File: src/design/rcst_pkg.sv
`timescale 1ns / 1ps
package rcst_pkg;

	localparam int LEVELS_DEFAULT = 256;
	localparam int NUM_CH         = 3;
	localparam int CMD_W          = 1;
	localparam int LEVEL_W        = 8;
	localparam int CHAN_W         = 2;
	localparam int ENTRY_W        = 17;
	localparam int SAT_W          = 15;
	localparam int COEF_W         = 17;
	localparam int PROD_W         = 35;
	localparam int ACC_W          = 37;
	localparam int OUT_W          = 20;
	localparam int FRAC_SHIFT     = 14;
	localparam int PIPE_DEPTH     = 4;

	localparam logic [CMD_W-1:0] CMD_PIXEL = 1'b0;
	localparam logic [CMD_W-1:0] CMD_CURVE = 1'b1;

	localparam logic [SAT_W-1:0] SAT_RESET = 15'd16056;
	localparam logic signed [16:0] SAT_ONE   = 17'sd16384;
	localparam logic signed [14:0] THIRD_Q14 = 15'sd5461;
	localparam logic [ENTRY_W-1:0] ENTRY_MAX = {ENTRY_W{1'b1}};

	localparam logic signed [ACC_W-1:0] ROUND_BIAS = ACC_W'(1 << (FRAC_SHIFT - 1));
	localparam logic signed [OUT_W-1:0] OUT_MAX = {1'b0, {(OUT_W - 1){1'b1}}};
	localparam logic signed [OUT_W-1:0] OUT_MIN = {1'b1, {(OUT_W - 1){1'b0}}};

	typedef logic [ENTRY_W-1:0] entry_t;
	typedef logic signed [COEF_W-1:0] coef_val_t;

	typedef struct packed {
		coef_val_t off;
		coef_val_t diag;
	} coef_t;

	typedef struct packed {
		logic   valid;
		entry_t red;
		entry_t green;
		entry_t blue;
	} curve_stage_t;

endpackage

File: src/design/rcst_coef.sv
`timescale 1ns / 1ps
module rcst_coef (
	input  logic                      clk,
	input  logic                      arst_n,
	input  logic                      cfg_valid,
	input  logic [rcst_pkg::SAT_W-1:0] cfg_data,
	output rcst_pkg::coef_t           coef
);
	import rcst_pkg::*;

	logic [SAT_W-1:0]   sat_q;
	logic signed [16:0] span;
	logic signed [31:0] off_prod;
	logic signed [31:0] sat_scaled;
	logic signed [31:0] off_round;
	logic signed [31:0] diag_round;
	logic signed [31:0] off_shf;
	logic signed [31:0] diag_shf;
	coef_val_t          off_q;
	coef_val_t          diag_q;

	always_ff @(posedge clk or negedge arst_n) begin
		if (!arst_n) begin
			sat_q <= SAT_RESET;
		end else if (cfg_valid) begin
			sat_q <= cfg_data;
		end
	end

	// off = round((1 - s) * third), diag folds s in exactly before rounding
	assign span       = SAT_ONE - $signed({2'b00, sat_q});
	assign off_prod   = span * THIRD_Q14;
	assign sat_scaled = $signed({3'b000, sat_q, 14'b0});
	assign off_round  = off_prod + 32'sd8192;
	assign diag_round = off_prod + sat_scaled + 32'sd8192;
	assign off_shf    = off_round >>> FRAC_SHIFT;
	assign diag_shf   = diag_round >>> FRAC_SHIFT;

	always_ff @(posedge clk) begin
		off_q  <= $signed(off_shf[COEF_W-1:0]);
		diag_q <= $signed(diag_shf[COEF_W-1:0]);
	end

	assign coef.off  = off_q;
	assign coef.diag = diag_q;

endmodule

File: config.mk
export PLATFORM = sky130hd
export DESIGN_NAME = rcst_coef
export DESIGN_NICKNAME = d
export VERILOG_FILES = /design/src/design/rcst_pkg.sv /design/src/design/rcst_coef.sv
export SDC_FILE = /design/constraint.sdc
export NUM_CORES = 1
export LEC_CHECK = 0
export BUFFER_PORTS_ARGS = -buffer_cell sky130_fd_sc_hd__buf_4
export CORE_MARGIN = 2
export CORE_UTILIZATION = 30
export CTS_CLUSTER_DIAMETER = 120
export DETAILED_ROUTE_END_ITERATION = 8
export PLACE_DENSITY = 0.5
export SYNTH_ARGS = -nofsm -noshare
export SYNTH_HDL_FRONTEND = slang
export SYNTH_SLANG_ARGS = --single-unit
File: constraint.sdc
create_clock -name clk -period 12.9 [get_ports clk]
set_clock_uncertainty 0.1 [all_clocks]
set_input_delay 1.935 -clock clk [delete_from_list [all_inputs] [get_ports clk]]
set_output_delay 1.935 -clock clk [all_outputs]
set_load 0.02 [all_outputs]
==> impl_metrics.ini <==
[sta]
hold_viol = 0
setup_tns_ns = 0
fmax_mhz = 105
slew_headroom_pct = 28.8
fin_ws_ns = 3.39
finalSetupViolCount = 0
period_share_pct = 73.7
rsz0062_at_grt = no
worst_slew_pin_slew_ns = 1.06
drv_slew = 0
layout_min_cycle_time_ns = 9.51

[clock_tree]
htreeDepth = 2
post_cts_resized = 0
hold_buffers = 0
clk_path_buf_depth = 2
clkLatencyLatePin_ns = 0.28
cts.sinks = 49
root_buffer = clkbuf_16
numCtsBuffers = 5
postCtsSetupBuffers = 0
clkSlewWorstSetupHoldPaths_ns = 0.06
cts_tree = yes

[yosys]
yosysWarnings = 0
synth_area_leaders = fa_1 (22%), ha_1 (20%), dfxtp_1 (10%)
ys_ff_latch = 49
ys_seq_area_share_pct = 15.6
synth_edf_count = 0
synthDistinctLibCells = 59
netlist_area_mm2 = 0.00684
synthCells = 720
synth_top_cells_by_count = inv_1 (140), ha_1 (110), fa_1 (76)
postSynthNetCount = 924
yosysTopAreaCell = fa_1
async_reset_ff_share_pct = 30.6
syn_area_per_cell_um2 = 9.50
synth_most_common_cell = inv_1
synthFlopType = dfxtp_1
synth_top_area_share_pct = 22.2

[drt]
drt_wl_total_um = 15900
drt_iter0_drc = 192
viasPerCell = 4.55
antenna_left = 0
wl_per_cell_um = 15.1
vias = 4797
drt_first_pass_iters = 4
drc_errors = 0

[global_route]
grt_pass1_wl_um = 26400
grtUsageMet3_pct = 0.780
grt_usage_pct = 13.9
antenna_found_initial = 0
overflow = 0
grt_pass1_vias = 5047
grt_start_max_net_pins = 19
grtUsageMet1_pct = 18.5
met2_usage_pct = 24.6
busiest_layer = met2

[critical_path]
worstSetupPathType = flip-flop to flip-flop
r2r-end = diag_q[16]$_DFF_P_
start_kind = flip-flop
rr_startpoint = sat_q[2]$_DFFE_PN0P_
worstSetupEndpointType = flip-flop
critPathMaxStageDelay_ns = 0.58
arrival_ns = 9.64
crit_slowest_cell = inv_1
required_ns = 13.03
r2r_slack_ns = 3.39
ff2ff_path_depth = 33
cp_max_fo = 18
crit_top_cell = inv_1

[placed_design]
pre_cts_ws_ns = 3.27
port_buffers = 51
dpl.hpwl_um = 14000
gp_congestion = 0.823

[floorplanning]
fp.dieW_um = 155
fp.coreArea_mm2 = 0.0225
start_util_pct = 30.4
num_io_pins = 52
die_height_um = 155
rows = 55
die_area_mm2 = 0.0240

[outcome]
status = complete, no violations

[layout]
final_nets = 973
drive_gt1_share_pct = 13.8
antenna_cells = 0
areaGrowthSynthToFinish_pct = 12.4
nFillCells = 2318

[min_path]
min-delay-start = sat_q[1]$_DFFE_PN0P_
min_path_type = flip-flop to flip-flop
hold_path_depth = 2
whs_endpoint = sat_q[1]$_DFFE_PN0P_

[flow_run]
cap_violations = 0
-- state kept, by name (all words and copies together) (netlist names) --
name and count:
diag_q 17, off_q 17, sat_q 15
-- metal layers --
| layer | vias to the layer above | share of wire, % |
|---|---|---|
| met5 | - | 0 |
| li1 | 2417 | - |
| met1 | 2285 | 47 |
| met2 | 81 | 48 |
| met4 | 0 | 1.5 |
| met3 | 14 | 3.4 |
-- area by class of cell --
cell class	instances	area, um2	share of cell area (%)
flip-flops and latches	49	1070	13.9
clock buffers	6	129	1.68
inverters	141	529	6.88
multi-input cells	519	5190	67.6
well taps	285	357	4.64
repair buffers	53	398	5.17
clock inverters	2	15.0	0.195
-- how the worst max path moves through the flow --
stage	from	end	slack (ns)
2_1_floorplan	sat_q[2]$_DFFE_PN0P_	diag_q[16]$_DFF_P_	4.30
3_3_place_gp	sat_q[2]$_DFFE_PN0P_	diag_q[16]$_DFF_P_	3.38
3_5_place_dp	sat_q[0]$_DFFE_PN0P_	diag_q[16]$_DFF_P_	3.27
4_1_cts	sat_q[0]$_DFFE_PN0P_	diag_q[16]$_DFF_P_	3.24
5_1_grt	sat_q[0]$_DFFE_PN0P_	diag_q[16]$_DFF_P_	2.60
6_report	sat_q[2]$_DFFE_PN0P_	diag_q[16]$_DFF_P_	3.39
-- cell usage in the layout (no fill, tap or decap), drive strengths merged, types with 7 or more instances in the layout --
| master | instances |
|---|---|
| mux2 | 13 |
| buf | 53 |
| dfstp | 9 |
| a21o | 14 |
| nor3 | 11 |
| dfxtp | 34 |
| xor2 | 43 |
| nor2 | 28 |
| inv | 141 |
| o21ai | 26 |
| nand3 | 11 |
| a21oi | 26 |
| nand2 | 42 |
| and2 | 7 |
| xnor2 | 46 |
| fa | 76 |
| ha | 110 |
-- worst max-delay path, delay by kind of cell, from the launching register on --
family	cells	cell delay, ns
AO/OA/AOI/OAI	9	1.89
XOR/XNOR	1	0.20
adder cells (fa/ha/maj)	8	3.48
buffers and inverters	5	0.77
flip-flops	1	0.45
AND/OR/NAND/NOR	10	2.56
-- logic make-up (layout without fill, tap and decap cells) --
family / after synthesis / count (layout) / synth area share, %
compound gates: 97 / 97 / 9.64
xor+xnor: 89 / 89 / 11.8
fa+ha+maj: 186 / 186 / 42.4
buf+inv: 152 / 202 / 8.45
flops: 49 / 49 / 15.6
mux: 13 / 13 / 2.14
simple gates: 134 / 134 / 9.97
-- stage by stage --
stage	hold WS (ns)	util, %	instances	cell area (um2)
after detailed placement	0.535	33.5	1047	7550
after floorplan	0.453	-	720	6840
after global routing	0.589	34.2	1055	7690
after global placement	0.536	33.5	1047	7550
after CTS	0.548	34.2	1055	7690
final	0.548	34.2	1055	7690
Power is not shown: default switching activity piles up to over one toggle a cycle in this logic, so the estimate is an artifact.
